[src/design/wfg_pkg.sv]
// shared types and codes for the wall follow guidance block
// no dependencies
`timescale 1ns / 1ps
package wfg_pkg;
   typedef enum logic [1:0] {MODE_FOLLOW = 2'd0, MODE_SPIN_RIGHT = 2'd1,
                             MODE_SPIN_LEFT = 2'd2} mode_type;
   typedef enum logic [1:0] {ST_OK = 2'd0, ST_SKIP = 2'd1, ST_COLLISION = 2'd2} status_type;
   typedef enum logic [1:0] {STRAT_CENTRE = 2'd0, STRAT_RIGHT = 2'd1,
                             STRAT_LEFT = 2'd2} strategy_type;
   typedef enum logic [2:0] {CSR_STRATEGY = 3'd0, CSR_TARGET = 3'd1, CSR_MIN_SAFE = 3'd2,
                             CSR_FRONT_THR = 3'd3, CSR_SIDE_THR = 3'd4, CSR_FS_DIFF = 3'd5,
                             CSR_SLOW_THR = 3'd6, CSR_DEADBAND = 3'd7} csr_index_type;
   typedef enum logic [1:0] {PH_IDLE, PH_SUM, PH_DIV, PH_DONE} phase_type;
   localparam int DIST_W = 13;
   localparam int SUM_W = 17;
   // divider control from the top to the lanes
   typedef struct packed {
      logic start;
      logic [3:0] divisor;
   } lane_ctl_type;
endpackage

[src/design/wfg_lane.sv]
// one averaging lane: ring of samples, running sum over the filled slots, restoring divider
// depends on wfg_pkg
`timescale 1ns / 1ps
module wfg_lane import wfg_pkg::*; #(
   parameter int DEPTH = 8,
   parameter int SLOT_W = 3
) (
   input  logic              clock,
   input  logic              reset,
   input  logic              sum_clear,
   input  logic              sum_add,
   input  logic [SLOT_W-1:0] rd_slot,
   input  logic              rd_new,
   input  logic [DIST_W-1:0] new_sample,
   input  logic              wr_en,
   input  logic [SLOT_W-1:0] wr_slot,
   input  lane_ctl_type      ctl,
   output logic [DIST_W-1:0] average,
   output logic              busy
);
   logic [DIST_W-1:0] ring_ff [DEPTH];
   logic [SUM_W-1:0] sum_ff, sum_in;
   logic [SUM_W-1:0] quo_ff, quo_in;
   logic [SUM_W-1:0] rem_ff, rem_in;
   logic [4:0] bit_ff, bit_in;
   logic busy_ff, busy_in;
   logic [DIST_W-1:0] addend;
   logic [SUM_W:0] trial;

   always_ff @(posedge clock) begin
      if (wr_en) begin
         ring_ff[wr_slot] <= new_sample;
      end
   end

   assign addend = rd_new ? new_sample : ring_ff[rd_slot];

   always_comb begin
      sum_in = sum_ff;
      if (sum_clear) begin
         sum_in = '0;
      end else if (sum_add) begin
         sum_in = sum_ff + SUM_W'(addend);
      end
   end

   // one quotient bit per cycle
   always_comb begin
      busy_in = busy_ff;
      quo_in = quo_ff;
      rem_in = rem_ff;
      bit_in = bit_ff;
      trial = '0;
      if (ctl.start) begin
         busy_in = 1'b1;
         quo_in = sum_ff;
         rem_in = '0;
         bit_in = 5'(SUM_W);
      end else if (busy_ff) begin
         trial = {rem_ff, quo_ff[SUM_W-1]} - (SUM_W+1)'(ctl.divisor);
         if (!trial[SUM_W]) begin
            rem_in = trial[SUM_W-1:0];
            quo_in = {quo_ff[SUM_W-2:0], 1'b1};
         end else begin
            rem_in = {rem_ff[SUM_W-2:0], quo_ff[SUM_W-1]};
            quo_in = {quo_ff[SUM_W-2:0], 1'b0};
         end
         bit_in = bit_ff - 5'd1;
         if (bit_ff == 5'd1) begin
            busy_in = 1'b0;
         end
      end
   end

   always_ff @(posedge clock) begin
      if (reset) begin
         busy_ff <= 1'b0;
      end else begin
         busy_ff <= busy_in;
      end
      sum_ff <= sum_in;
      quo_ff <= quo_in;
      rem_ff <= rem_in;
      bit_ff <= bit_in;
   end

   assign average = quo_ff[DIST_W-1:0];
   assign busy = busy_ff;
endmodule

[src/design/wfg_decide.sv]
// merging stage: collision checks, wall flags, mode step and lateral error
// depends on wfg_pkg
`timescale 1ns / 1ps
module wfg_decide import wfg_pkg::*; (
   input  logic [DIST_W-1:0] fa,
   input  logic [DIST_W-1:0] ra,
   input  logic [DIST_W-1:0] la,
   input  logic [1:0]        strategy,
   input  logic [10:0]       wall_target,
   input  logic [10:0]       min_safe,
   input  logic [10:0]       front_thr,
   input  logic [10:0]       side_thr,
   input  logic [10:0]       fs_diff,
   input  logic [11:0]       slow_thr,
   input  logic [9:0]        deadband,
   input  mode_type          mode,
   input  logic [2:0]        flags,
   input  logic              slow,
   input  logic [DIST_W-1:0] front_turn,
   output status_type        status,
   output mode_type          mode_next,
   output logic [2:0]        flags_next,
   output logic              slow_next,
   output logic [DIST_W-1:0] front_turn_next,
   output logic [14:0]       lat_err
);
   logic nfb, nrb, nlb, fnz;
   logic [11:0] fs_target, side_target;
   logic [13:0] spin_lim;
   logic signed [15:0] err, mag;

   always_comb begin
      fnz = fa != '0;
      fs_target = 12'(fs_diff) + 12'(wall_target);
      side_target = 12'(side_thr) + 12'(wall_target);
      nfb = flags[2];
      nrb = flags[1];
      nlb = flags[0];
      status = ST_OK;
      if (ra == '0 || la == '0) begin
         status = ST_SKIP;
      end else if (fnz && fa < DIST_W'(min_safe)) begin
         status = ST_COLLISION;
      end else begin
         case (strategy)
            STRAT_CENTRE: begin
               if (la < DIST_W'(min_safe) || ra < DIST_W'(min_safe)) begin
                  status = ST_COLLISION;
               end else begin
                  nfb = fnz && fa < DIST_W'(front_thr);
                  nrb = ra < DIST_W'(side_thr);
                  nlb = la < DIST_W'(side_thr);
               end
            end
            STRAT_RIGHT: begin
               if (ra < DIST_W'(min_safe)) begin
                  status = ST_COLLISION;
               end else begin
                  nfb = fnz && fa < DIST_W'(fs_target);
                  nrb = ra < DIST_W'(side_target);
               end
            end
            STRAT_LEFT: begin
               if (la < DIST_W'(min_safe)) begin
                  status = ST_COLLISION;
               end else begin
                  nfb = fnz && fa < DIST_W'(fs_target);
                  nlb = la < DIST_W'(side_target);
               end
            end
            default: status = ST_COLLISION;
         endcase
      end
      flags_next = {nfb, nrb, nlb};
      mode_next = mode;
      slow_next = slow;
      front_turn_next = front_turn;
      spin_lim = 14'(front_turn) + 14'(fs_diff);
      case (mode)
         MODE_FOLLOW: begin
            if (nfb) begin
               mode_next = (nrb && !nlb) ? MODE_SPIN_LEFT : MODE_SPIN_RIGHT;
               front_turn_next = fa;
               slow_next = 1'b0;
            end else begin
               slow_next = fnz && fa < DIST_W'(slow_thr);
            end
         end
         MODE_SPIN_RIGHT: begin
            if (!nfb && nlb && 14'(la) < spin_lim) mode_next = MODE_FOLLOW;
         end
         default: begin
            if (!nfb && nrb && 14'(ra) < spin_lim) mode_next = MODE_FOLLOW;
         end
      endcase
      case (strategy)
         STRAT_CENTRE: err = ($signed({3'b0, ra}) - $signed({3'b0, la})) / 16'sd2
                             - $signed({5'b0, wall_target});
         STRAT_RIGHT: err = $signed({3'b0, ra}) - $signed({5'b0, wall_target});
         default: err = $signed({5'b0, wall_target}) - $signed({3'b0, la});
      endcase
      mag = err[15] ? -err : err;
      if (mag < $signed({6'b0, deadband})) err = '0;
      lat_err = (status == ST_OK && mode_next == MODE_FOLLOW) ? err[14:0] : '0;
   end
endmodule

[src/design/wall_follow_guidance.sv]
// wall follow guidance: three averaging lanes feed one decision stage
// depends on wfg_pkg, wfg_lane, wfg_decide
// usage:
//  req_ carries one front, right and left sample plus restart; rsp_ carries one result.
//  an item is a transfer when valid is high and stall low on that channel.
//  one item at a time: req_stall is high from acceptance until the result is loaded.
//  sequence: the ring is summed over the filled slots, then the bit-serial dividers
//  run (start, 17 quotient bits, finish; all three lanes in step), then the decision
//  stage result is loaded into the output register and rsp_valid rises.
//  req_stall drops as rsp_valid rises, and the next transfer can be accepted while
//  that result is shown.
//  the result stays in its output register while rsp_stall is high; a following
//  item waits after its divide until that result has been taken.
//  csr_ writes take effect at once and must only be made while idle.
//  synchronous reset loads the register defaults, clears the fill count,
//  write slot, flags and mode; ring contents are left as they were.
`timescale 1ns / 1ps
module wall_follow_guidance import wfg_pkg::*; #(
   parameter int WINDOW_SAMPLES = 8
) (
   input  logic              clock,
   input  logic              reset,
   input  logic              req_valid,
   output logic              req_stall,
   input  logic [12:0]       req_front_mm,
   input  logic [12:0]       req_right_mm,
   input  logic [12:0]       req_left_mm,
   input  logic              req_restart,
   output logic              rsp_valid,
   input  logic              rsp_stall,
   output logic [1:0]        rsp_status,
   output logic [1:0]        rsp_motion_mode,
   output logic              rsp_slow_request,
   output logic              rsp_front_is_blocked,
   output logic              rsp_right_is_blocked,
   output logic              rsp_left_is_blocked,
   output logic signed [14:0] rsp_lateral_error,
   output logic [12:0]       rsp_front_average,
   output logic [12:0]       rsp_right_average,
   output logic [12:0]       rsp_left_average,
   input  logic              csr_write,
   input  logic [2:0]        csr_index,
   input  logic [11:0]       csr_data
);
   localparam int SLOT_W = (WINDOW_SAMPLES > 1) ? $clog2(WINDOW_SAMPLES) : 1;

   logic [1:0] strategy_ff;
   logic [10:0] target_ff, min_safe_ff, front_thr_ff, side_thr_ff, fs_diff_ff;
   logic [11:0] slow_thr_ff;
   logic [9:0] deadband_ff;

   phase_type phase_ff, phase_in;
   logic [SLOT_W-1:0] slot_ff, slot_in, rd_ff, rd_in;
   logic [3:0] filled_ff, filled_in, cnt_ff, cnt_in;
   mode_type mode_ff, mode_in;
   logic [2:0] flags_ff, flags_in;
   logic slow_ff, slow_in;
   logic [DIST_W-1:0] turn_ff, turn_in;
   logic [DIST_W-1:0] f_ff, r_ff, l_ff;
   logic [3:0] step_ff, step_in;
   logic rsp_valid_ff, rsp_valid_in;
   logic [1:0] o_status_ff;
   logic [1:0] o_mode_ff;
   logic o_slow_ff;
   logic [2:0] o_flags_ff;
   logic [14:0] o_err_ff;
   logic [DIST_W-1:0] o_fa_ff, o_ra_ff, o_la_ff;

   logic accept, sum_clear, sum_add, rd_new, wr_en;
   lane_ctl_type ctl;
   logic [DIST_W-1:0] fa, ra, la;
   logic fbusy, rbusy, lbusy;
   status_type d_status;
   mode_type d_mode;
   logic [2:0] d_flags;
   logic d_slow;
   logic [DIST_W-1:0] d_turn;
   logic [14:0] d_err;

   always_ff @(posedge clock) begin
      if (reset) begin
         strategy_ff <= 2'd0;
         target_ff <= 11'd100;
         min_safe_ff <= 11'd50;
         front_thr_ff <= 11'd200;
         side_thr_ff <= 11'd200;
         fs_diff_ff <= 11'd50;
         slow_thr_ff <= 12'd400;
         deadband_ff <= 10'd10;
      end else if (csr_write) begin
         case (csr_index_type'(csr_index))
            CSR_STRATEGY: strategy_ff <= csr_data[1:0];
            CSR_TARGET: target_ff <= csr_data[10:0];
            CSR_MIN_SAFE: min_safe_ff <= csr_data[10:0];
            CSR_FRONT_THR: front_thr_ff <= csr_data[10:0];
            CSR_SIDE_THR: side_thr_ff <= csr_data[10:0];
            CSR_FS_DIFF: fs_diff_ff <= csr_data[10:0];
            CSR_SLOW_THR: slow_thr_ff <= csr_data;
            CSR_DEADBAND: deadband_ff <= csr_data[9:0];
            default: ;
         endcase
      end
   end

   assign accept = req_valid && !req_stall;
   assign req_stall = phase_ff != PH_IDLE;

   always_comb begin
      phase_in = phase_ff;
      slot_in = slot_ff;
      rd_in = rd_ff;
      filled_in = filled_ff;
      cnt_in = cnt_ff;
      mode_in = mode_ff;
      flags_in = flags_ff;
      slow_in = slow_ff;
      turn_in = turn_ff;
      step_in = step_ff;
      rsp_valid_in = rsp_valid_ff && rsp_stall;
      sum_clear = 1'b0;
      sum_add = 1'b0;
      wr_en = 1'b0;
      ctl.start = 1'b0;
      ctl.divisor = cnt_ff;
      rd_new = rd_ff == slot_ff;
      case (phase_ff)
         PH_IDLE: begin
            if (accept) begin
               if (req_restart) begin
                  slot_in = '0;
                  filled_in = '0;
                  mode_in = MODE_FOLLOW;
                  flags_in = '0;
                  slow_in = 1'b0;
                  turn_in = '0;
               end
               cnt_in = (req_restart || filled_ff >= 4'(WINDOW_SAMPLES)) ?
                        (req_restart ? 4'd1 : 4'(WINDOW_SAMPLES)) : filled_ff + 4'd1;
               if (!req_restart && slot_ff >= SLOT_W'(WINDOW_SAMPLES - 1) &&
                   32'(slot_ff) >= WINDOW_SAMPLES) slot_in = '0;
               rd_in = '0;
               step_in = '0;
               sum_clear = 1'b1;
               phase_in = PH_SUM;
            end
         end
         PH_SUM: begin
            sum_add = 1'b1;
            rd_in = rd_ff + SLOT_W'(1);
            step_in = step_ff + 4'd1;
            if (step_ff + 4'd1 == cnt_ff) begin
               phase_in = PH_DIV;
               step_in = '0;
            end
         end
         PH_DIV: begin
            if (step_ff == '0) begin
               ctl.start = 1'b1;
               step_in = 4'd1;
            end else if (!fbusy && !rbusy && !lbusy && !rsp_valid_ff) begin
               phase_in = PH_DONE;
            end
         end
         default: begin
            rsp_valid_in = 1'b1;
            if (d_status == ST_OK) begin
               wr_en = 1'b1;
               slot_in = (32'(slot_ff) + 1 < WINDOW_SAMPLES) ? slot_ff + SLOT_W'(1) : '0;
               filled_in = cnt_ff;
               mode_in = d_mode;
               flags_in = d_flags;
               slow_in = d_slow;
               turn_in = d_turn;
            end
            phase_in = PH_IDLE;
         end
      endcase
   end

   always_ff @(posedge clock) begin
      if (reset) begin
         phase_ff <= PH_IDLE;
         slot_ff <= '0;
         filled_ff <= '0;
         mode_ff <= MODE_FOLLOW;
         flags_ff <= '0;
         slow_ff <= 1'b0;
         turn_ff <= '0;
         rsp_valid_ff <= 1'b0;
      end else begin
         phase_ff <= phase_in;
         slot_ff <= slot_in;
         filled_ff <= filled_in;
         mode_ff <= mode_in;
         flags_ff <= flags_in;
         slow_ff <= slow_in;
         turn_ff <= turn_in;
         rsp_valid_ff <= rsp_valid_in;
      end
      rd_ff <= rd_in;
      cnt_ff <= cnt_in;
      step_ff <= step_in;
      if (accept) begin
         f_ff <= req_front_mm;
         r_ff <= req_right_mm;
         l_ff <= req_left_mm;
      end
      if (phase_ff == PH_DONE) begin
         o_status_ff <= d_status;
         o_mode_ff <= (d_status == ST_OK) ? d_mode : mode_ff;
         o_slow_ff <= (d_status == ST_OK) ? d_slow : slow_ff;
         o_flags_ff <= (d_status == ST_OK) ? d_flags : flags_ff;
         o_err_ff <= d_err;
         o_fa_ff <= fa;
         o_ra_ff <= ra;
         o_la_ff <= la;
      end
   end

   wfg_lane #(.DEPTH(WINDOW_SAMPLES), .SLOT_W(SLOT_W)) u_front (
      .clock, .reset, .sum_clear, .sum_add, .rd_slot(rd_ff), .rd_new,
      .new_sample(f_ff), .wr_en, .wr_slot(slot_ff), .ctl, .average(fa), .busy(fbusy));
   wfg_lane #(.DEPTH(WINDOW_SAMPLES), .SLOT_W(SLOT_W)) u_right (
      .clock, .reset, .sum_clear, .sum_add, .rd_slot(rd_ff), .rd_new,
      .new_sample(r_ff), .wr_en, .wr_slot(slot_ff), .ctl, .average(ra), .busy(rbusy));
   wfg_lane #(.DEPTH(WINDOW_SAMPLES), .SLOT_W(SLOT_W)) u_left (
      .clock, .reset, .sum_clear, .sum_add, .rd_slot(rd_ff), .rd_new,
      .new_sample(l_ff), .wr_en, .wr_slot(slot_ff), .ctl, .average(la), .busy(lbusy));

   wfg_decide u_decide (
      .fa, .ra, .la, .strategy(strategy_ff), .wall_target(target_ff),
      .min_safe(min_safe_ff), .front_thr(front_thr_ff), .side_thr(side_thr_ff),
      .fs_diff(fs_diff_ff), .slow_thr(slow_thr_ff), .deadband(deadband_ff),
      .mode(mode_ff), .flags(flags_ff), .slow(slow_ff), .front_turn(turn_ff),
      .status(d_status), .mode_next(d_mode), .flags_next(d_flags), .slow_next(d_slow),
      .front_turn_next(d_turn), .lat_err(d_err));

   assign rsp_valid = rsp_valid_ff;
   assign rsp_status = o_status_ff;
   assign rsp_motion_mode = o_mode_ff;
   assign rsp_slow_request = o_slow_ff;
   assign rsp_front_is_blocked = o_flags_ff[2];
   assign rsp_right_is_blocked = o_flags_ff[1];
   assign rsp_left_is_blocked = o_flags_ff[0];
   assign rsp_lateral_error = o_err_ff;
   assign rsp_front_average = o_fa_ff;
   assign rsp_right_average = o_ra_ff;
   assign rsp_left_average = o_la_ff;
endmodule

[config.mk]
export PLATFORM = sky130hd
export DESIGN_NAME = wall_follow_guidance
export DESIGN_NICKNAME = d
export VERILOG_FILES = /design/src/design/wfg_pkg.sv /design/src/design/wfg_lane.sv /design/src/design/wfg_decide.sv /design/src/design/wall_follow_guidance.sv
export SDC_FILE = /design/constraint.sdc
export NUM_CORES = 1
export LEC_CHECK = 0
export BUFFER_PORTS_ARGS = -buffer_cell sky130_fd_sc_hd__buf_2
export CORE_MARGIN = 8
export CORE_UTILIZATION = 45
export DETAILED_ROUTE_END_ITERATION = 8
export GPL_ROUTABILITY_DRIVEN = 0
export PLACE_DENSITY = 0.7
export SETUP_SLACK_MARGIN = 0.05
export SLEW_MARGIN = 5
export SYNTH_ARGS = -nofsm -noshare
export SYNTH_HDL_FRONTEND = slang
export SYNTH_SLANG_ARGS = --single-unit
export TNS_END_PERCENT = 100
[constraint.sdc]
create_clock -name clock -period 7.3 [get_ports clock]
set_input_delay 1.46 -clock clock [delete_from_list [all_inputs] [get_ports clock]]
set_output_delay 1.46 -clock clock [all_outputs]
set_load 0.01 [all_outputs]
* Word level (Yosys, flattened, before mapping)
Memories as Yosys holds them, arrays and structs flattened. A register that Yosys moved wholly into a read port is not among the register bits.
Index checks and enable logic that the tools add are counted.
** Storage, ports and cells
- Bits in registers :: 391
- Bits in latches :: 0
- Bits in writable memories :: 312
- Bits in read-only memories :: 0
- Bits of input ports :: 60
- Output and inout bits :: 64
- Word-level logic and storage cells :: 281
- Memories :: 3
** Memories
- u_front.ring_ff :: words 8, bits a word 13, read ports 1, clocked after Yosys merged registers in 1, write ports 1, RTL line wfg_lane.sv:21 : logic [DIST_W-1:0] ring_ff [DEPTH];
- u_left.ring_ff :: words 8, bits a word 13, read ports 1, clocked after Yosys merged registers in 1, write ports 1, RTL line wfg_lane.sv:21
- u_right.ring_ff :: words 8, bits a word 13, read ports 1, clocked after Yosys merged registers in 1, write ports 1, RTL line wfg_lane.sv:21
** Cells by class
- $add $sub $neg :: 23
- Multipliers :: 0
- Div/mod/pow operators :: 0
- $lt $le $gt $ge :: 15
- Equal/unequal tests :: 24
- Shifts and indexed selects :: 0
- Multiplexer cells :: 106
- Bitwise gates (word level) :: 3
- Reductions and logical operators :: 62
** Operator list (count)
- $mux 17 :: 9
- $mux 13 :: 8
- $lt 13x11->1 :: 6
- $sub 18x4->18 :: 3
- $lt 13x12->1 :: 4
- $add 17x13->17 :: 3
- $mux 1 :: 40
- $mux 2 :: 16
- $mux 4 :: 8
- $pmux 16 s2 :: 1
- $lt 13x14->1 :: 2
- $mux 3 :: 9
- $logic_not 13->1 :: 2
- $pmux 13 s2 :: 1
- $add 11x11->12 :: 2
- $reduce_and 2->1 :: 10
- $pmux 3 s2 :: 3
- $add 16x1->16 :: 1
- $lt 16x11->1 :: 1
- $mux 16 :: 1
- $neg 16->16 :: 1
- $reduce_bool 2->1 :: 8
- $sub 16x12->16 :: 1
- $eq 5x1->1 const B :: 3
- other kinds (39) :: 90

* Logic depth before layout (Yosys ltp)
Gate-level depths: netlist of run 1.
- Depth after elaboration :: 16
- Mapped depth :: 31

* Hierarchy
A second synthesis of run 1 with hierarchy kept.
** Second synthesis, totals
- Cell total of the unflattened synthesis :: 3475
- Area, all modules :: 38997.4 um^2
** Modules (own cells, without submodules)
- wfg_decide :: times used 1, cells an instance 1092, area each 8251.7 um^2, seq. area each 0.0 um^2
- wall_follow_guidance :: times used 1, cells an instance 660, area each 7795.0 um^2, seq. area each 5525.3 um^2
- wfg_lane at u_left :: times used 1, cells an instance 580, area each 7676.1 um^2, seq. area each 4434.3 um^2
- wfg_lane at u_front :: times used 1, cells an instance 575, area each 7659.8 um^2, seq. area each 4434.3 um^2
- wfg_lane at u_right :: times used 1, cells an instance 568, area each 7614.8 um^2, seq. area each 4434.3 um^2

* Worst setup path after synthesis of run 1
Ideal clock, no wire load.
- Path kind :: flip-flop to flip-flop
- Start point :: register u_left.quo_ff[1]
- End point :: register o_err_ff[8], in the netlist rsp_lateral_error[8], data pin
- Arrival time :: 5898 ps
- Data required time :: 7018 ps
- Slack :: 1120 ps
- Cell stages (with the launch flop) :: 31
- Path buffers :: 1
- Period minus slack after synthesis :: 6180 ps
- Cells stage by stage :: edfxtp_1 inv_1 ha_1 nor2b_1 o21ai_0 a21boi_0 o21ai_0 a21boi_0 o21ai_0 a21oi_1 o41a_1 a31o_2 nor2_1 ha_1 fa_1 a211oi_1 o21ba_2 o21ai_0 a31oi_1 nand4_1 nor3_1 nor2_1 xnor2_1 ha_1 nand4_1 a21oi_1 a2111oi_0 o21bai_1 o311ai_4 buf_4 nor2_1
** On the way
- Cells in the longest elaborated chain, start to end :: 15
- Elaborated cells between the ends (all ways) :: 52
- Classes of those cells :: add/sub (5); order compare (5); mux (26); bitwise (2); reduce/logical (14)
** RTL lines
- from (decl) :: RTL line wfg_lane.sv:23 : logic [SUM_W-1:0] quo_ff, quo_in;
- from (signal assigned) :: RTL line wfg_lane.sv:82 : quo_ff <= quo_in;
- parallel branches: the longest is 15 deep, another holds $add 16x1->16
- to (signal assigned) :: RTL line wall_follow_guidance.sv:213 : o_err_ff <= d_err;
- to (decl) :: RTL line wall_follow_guidance.sv:66 : logic [14:0] o_err_ff;
Several ways; the timed one is not identified.
A chain may end at the register's enable or synchronous reset.

* Final worst setup path of run 1
- Start point :: register u_left.quo_ff[3]
- End point :: register o_err_ff[8], in the netlist rsp_lateral_error[8], data pin
The elaborated chain is that of the path after synthesis.

==> results of run 1 <==
[where the power goes]
group | switching, mW | internal (mW) | leakage [nW]
registers | 0.636 | 4.96 | 6.21
logic | 3.62 | 2.74 | 7.97
clock network | 1.68 | 2.40 | 1.31
[sequential cells by signal, indices dropped and copies added (netlist names), 15 cells and up, named ones only]
signal	count
rsp_lateral_error	15
u_front.quo_ff	17
u_front.rem_ff	17
u_front.ring_ff	104
u_front.sum_ff	17
u_left.quo_ff	17
u_left.rem_ff	17
u_left.ring_ff	104
u_left.sum_ff	17
u_right.quo_ff	17
u_right.rem_ff	17
u_right.ring_ff	104
u_right.sum_ff	17
[critical path: cells and delay by family (launching register included)]
kind,cells,cell delay (ns)
simple gates,6,0.86
buf+inv,2,0.32
fa+ha+maj,4,1.25
compound gates,15,3.38
flops,1,0.52
xor+xnor,1,0.14
[metrics by stage]
stage	instance area [sq um]	total power [mW]
final	41260	16.03
after global routing	41260	17.06
after CTS	41230	16.04
after detailed placement	38560	11.93
after global placement	38560	11.77
after floorplan	36610	10.32
[routing by layer]
layer / wire length [um] / track usage, % / vias to the layer above
met5: 0 / 0 / -
met4: 3506 / 7.333 / 0
met3: 5779 / 3.219 / 167
met2: 43800 / 33.05 / 855
met1: 40740 / 27.08 / 12350
li1: - / - / 12230
[layout make-up]
class	instances	area, sq um
sequential	706	18900
inverter	167	629.4
fill	6961	39290
antenna	1	2.502
clock buffer	103	2200
multi-input combinational	2262	16760
tap	1060	1326
clock inverter	41	471.7
timing repair buffer	169	973.4
[path summary, 6_finish.rpt]
path,slack (ns),to,cells past startpoint,start
worst max-delay path,0.51,rsp_lateral_error[8],28,u_left.quo_ff[3]
worst min-delay path,0.45,deadband_ff[4],2,deadband_ff[4]
worst max register to register,0.51,rsp_lateral_error[8],28,u_left.quo_ff[3]
worst min register to register,0.45,deadband_ff[4],2,deadband_ff[4]
[cell families after synthesis]
group | count (synthesis) | share of synthesized area [%]
and+or+nand+nor | 938 | 11.51
DFF | 706 | 51.60
AOI/OAI and AO/OA | 679 | 11.84
adders and majority gates | 311 | 10.90
buffers and inverters | 278 | 2.878
muxes | 172 | 7.383
xor gates and xnor gates | 162 | 3.897
[placed cells by master (no fill, tap or decap), types with 15 or more instances in the layout]
master,Yosys,routed
edfxtp_1,475,475
nand2_1,381,381
ha_1,298,296
nor2_1,276,270
dfxtp_1,231,228
a21oi_1,187,187
o21ai_0,179,179
inv_1,165,164
buf_2,4,123
xnor2_1,107,107
mux2i_1,90,90
clkbuf_16,0,81
mux4_2,78,78
xor2_1,54,54
a211oi_1,54,53
nor3_1,50,47
buf_4,1,45
o211ai_1,41,41
nand3_1,41,40
a21o_1,37,37
nor2b_1,34,34
nand2b_1,30,30
nor4_1,21,21
and3_1,20,19
a21boi_0,16,16
o21a_1,16,16
a31oi_1,16,16
clkinv_2,0,16
a22o_1,15,15
[timing repair]
action | 4_1_cts | 5_1_grt
setup endpoints to repair | 0 | 15
buffers inserted | 0 | 1
gates resized for setup | 0 | 1
==> qor.txt, run 1 <==
Outcome -> finished clean
Horiz. Die Dim -> 301.2 um
Layout Utilization -> 51.22%
Pins Over Slew Limit -> 0
Library cells used by synthesis -> 84
Largest net degree at the start of global routing -> 79
Synth area leader -> edfxtp_1
Worst-case clock buffer depth -> 3
Slowest library cell on the worst path -> edfxtp_1
Vias per Instance -> 5.677
Arr. time, crit path -> 7.11 ns
Grt ovf -> 0
FMAX -> 147.4 MHz
Relative slew slack -> 27.59%
Yosys warns -> 0
Initial DRC Count -> 2181
Antenna Nets Post-Route -> 0
Root Driver -> clkbuf_16
Fraction of registers with async set/reset -> 0%
Critical path peak fanout -> 15
# clock sinks -> 706
Reg clk slew, reported paths -> 0.07 ns
Vias in the first global route -> 24710
Max_cap viols -> 0
Hold Fails Final Rpt -> 0
DR vias -> 25600
CTS buffer count -> 77
Kind of end point of the critical path -> flop
Global-route wire length before repair -> 144200 um
FP Rows -> 104
Crit path largest cell delay -> 0.52 ns
Peak VDD IR -> 0.0002631 V
PwrDens -> 388.5 nW/um^2
Most frequent cell after synthesis -> edfxtp_1
Hold Buf Count CTS -> 0
Pre-Repair DR Iteration Count -> 9
I/O pin cnt -> 124
PortBufs -> 123
Unrepaired setup endpoints after global routing -> false
Tmin final -> 6.785 ns
PnR worst setup slack -> 0.5148 ns
Worst EP required -> 7.62 ns
WL per Instance -> 20.81 um
Post-Route Skew -> 0.04225 ns
Least-Margin Pin Slew -> 1.059 ns
Top cells by count, synth -> edfxtp_1 (475), nand2_1 (381), ha_1 (298), nor2_1 (276), dfxtp_1 (231)
Syn avg cell area -> 11.28 sq um
Post-Synthesis Cells -> 3246
Final period util -> 92.95%
Placed cells -> 4363
Post-synthesis sequential area ratio -> 51.60%
Lkg Pwr -> 15.49 nW
CTS HTree Levels -> 3
Antenna violations before repair -> 3
Area of the core -> 80550 sq um
Setup violators final -> 0
Min-Delay Path Class -> flop to flop
DP HPWL -> 64770 um
WS Path Type -> flop to flop
#FFs+latches synth -> 706
Initial Utilization -> 45.45%
Total negative slack -> 0 ns
Nets -> 3754
Hold WS -> 0.4521 ns
Top cell type's share of synthesized area -> 38.97%
Top cells by area, synth -> edfxtp_1 (39%), dfxtp_1 (13%), ha_1 (10%), mux4_2 (4.8%), nand2_1 (3.9%)
Routed Wire Length -> 93830 um
Post-Syn Area -> 36610 sq um
# DRC -> 0
Crit start category -> flop
Synth Flop Type -> edfxtp_1
Net Count, Synth -> 3617
Die Span Y -> 301.2 um
Layout cells sized above 1 -> 12.50%
Final non-filler cell total -> 4509
Area delta synth->final -> 12.72%
CTS tree -> done
GRT Total Usage -> 20.21%
Pre-CTS setup slack -> 0.2759 ns
Die area -> 90730 sq um
Post-synth EDFFs -> 475
Clock Latency Late Sink -> 0.65 ns
No activity file was read; power rests on OpenSTA's default activity.
==> run 2: changes to the inputs <==
--- a/config.mk
+++ b/config.mk
@@ -7,4 +7,5 @@
 export LEC_CHECK = 0
 export BUFFER_PORTS_ARGS = -buffer_cell sky130_fd_sc_hd__buf_2
+export CORE_ASPECT_RATIO = 1.2
 export CORE_MARGIN = 8
 export CORE_UTILIZATION = 45
==> constraint.sdc (replaced) <==
create_clock -name clock -period 7.3 [get_ports clock]
set_input_delay 1.095 -clock clock [delete_from_list [all_inputs] [get_ports clock]]
set_output_delay 1.095 -clock clock [all_outputs]
set_load 0.01 [all_outputs]
==> run 2 against run 1 <==
Compared with the run above:
- die area hardly changed
- clock skew is 0.0022 ns lower
- sequential power hardly changed
- non-clock buffer count is 3 higher
- critical path type unchanged
- critical endpoint is now rsp_lateral_error[9]
- largest cell class unchanged
==> qor.txt, run 2 (synthesis results as in run 1) <==
Crit path largest cell delay -> 0.38 ns
Grt ovf -> 0
FMAX -> 151.2 MHz
Horiz. Die Dim -> 276.4 um
Least-Margin Pin Slew -> 1.156 ns
CP most frequent cell -> o21ai_0
Setup violators final -> 0
Die area -> 90760 sq um
Unrepaired setup endpoints after global routing -> false
Worst R2R Start -> u_left.quo_ff[1]
Slowest library cell on the worst path -> edfxtp_1
Commonest non-fill, non-tap cell in the layout -> edfxtp_1
Antenna Nets Post-Route -> 0
Vias per Instance -> 5.686
DR vias -> 25510
Nets -> 3754
Flop-to-flop setup slack -> 0.69 ns
Worst path bufs/invs -> 2
Biggest registers after layout -> u_front.ring_ff (104), u_left.ring_ff (104), u_right.ring_ff (104)
HP Start -> deadband_ff[9]
Layout cells sized above 1 -> 12.09%
Final period util -> 90.61%
Clock Latency Late Sink -> 0.64 ns
FP Rows -> 114
Min-Delay Path Class -> flop to flop
Routed Wire Length -> 94600 um
# DRC -> 0
Outcome -> finished clean
Antenna violations before repair -> 2
Pre-Repair DR Iteration Count -> 5
Area of the core -> 80590 sq um
CTS tree -> done
Worst EP required -> 7.66 ns
Area delta synth->final -> 12.02%
Worst-case clock buffer depth -> 3
GRT Total Usage -> 20.21%
Critical path peak fanout -> 15
PortBufs -> 123
Die Span Y -> 328.4 um
Peak VDD IR -> 0.0002247 V
Relative slew slack -> 22.76%
Total negative slack -> 0 ns
Reg clk slew, reported paths -> 0.06 ns
Crit path max-delay family -> compound AO/OA/AOI/OAI gates
I/O pin cnt -> 124
Leading cell types in the layout, fill and taps excluded -> edfxtp_1 (475), nand2_1 (381), ha_1 (296)
Hold Fails Final Rpt -> 0
Pins Over Slew Limit -> 0
Vias in the first global route -> 25090
Post-Route Skew -> 0.04010 ns
WL per Instance -> 21.08 um
Worst R2R End -> rsp_lateral_error[9]
CTS HTree Levels -> 3
Tmin final -> 6.614 ns
Hold WS -> 0.4537 ns
Lkg Pwr -> 15.36 nW
Largest net degree at the start of global routing -> 71
Worst Hold Endpoint -> deadband_ff[9]
WS Path Type -> flop to flop
PwrDens -> 382.4 nW/um^2
Root Driver -> clkbuf_16
Global-route wire length before repair -> 144200 um
# clock sinks -> 706
CTS buffer count -> 74
Arr. time, crit path -> 6.98 ns
Count of cells along the worst register-to-register path -> 29
Crit start category -> flop
DP HPWL -> 65930 um
Initial DRC Count -> 1738
Max_cap viols -> 0
Kind of end point of the critical path -> flop
Fillers -> 6942
Hold path cells -> 2
Initial Utilization -> 45.42%
==> run 2: changes by cell type in the layout (fill, tap and decap cells not counted), sizes merged <==
cell / change
bufinv: -4
buf: +3
clkinvlp: -3
inv: -3
clkinv: +1
==> run 2: report_power, final <==
group / internal, mW / total (mW) / switching [mW]
clock network: 2.13 / 3.70 / 1.57
registers: 4.96 / 5.59 / 0.630
logic: 2.76 / 6.39 / 3.63
total: 9.85 / 15.7 / 5.83
==> run 2: per-stage QoR <==
step	instance area [sq um]	total power, mW	util (%)	setup slack [ns]	std cells
floorplan	36610	10.32	-	1.120	3246
global placement	38580	11.79	47.87	0.3715	4350
detailed placement	38580	11.95	47.87	0.3524	4350
CTS	40950	15.69	50.81	0.3030	4485
global route	41000	16.73	50.88	0.1035	4486
finish	41000	15.68	50.88	0.6857	4487
==> run 2: worst max-delay path by stage <==
stage,from,endpoint,slack (ns),cells past startpoint
floorplan,u_left.quo_ff[1],rsp_lateral_error[8],1.12,30
global placement,u_left.quo_ff[3],rsp_lateral_error[1],0.37,27
detailed placement,u_left.quo_ff[3],rsp_lateral_error[12],0.35,27
CTS,u_left.quo_ff[1],rsp_lateral_error[12],0.30,29
global route,u_left.quo_ff[1],rsp_lateral_error[9],0.10,30
finish,u_left.quo_ff[1],rsp_lateral_error[9],0.69,29
==> run 2: cell type report <==
class	count	area, sq um	area share, %
Clock inverter	32	276.5	0.6744
Clock buffer	103	2097	5.114
Sequential cell	706	18900	46.09
Tap cell	1044	1306	3.186
Inverter	167	629.4	1.535
Antenna cell	1	2.502	0.006103
Multi-Input combinational cell	2262	16790	40.94
Timing Repair Buffer	172	1008	2.459
==> run 2: worst register-to-register path: cells and delay by family (launching register included) <==
kind	cells	cell delay (ns)
AND/OR/NAND/NOR	4	0.52
adder cells (fa/ha/maj)	3	0.74
AO/OA/AOI/OAI	20	4.34
buffers and inverters	2	0.35
flip-flops	1	0.38
==> run 2: metal layers <==
layer	part of all wire [%]	track usage, %
met4	5.4	10.82
met5	0	0
met1	41	24.18
met3	5.5	2.929
met2	49	35.15
==> run 2: timing repair <==
item / in CTS / in global routing
hold buffers: 0 / 0
buffers inserted: 0 / 1
endpoints found under the setup margin: 0 / 15
resized for setup: 0 / 8
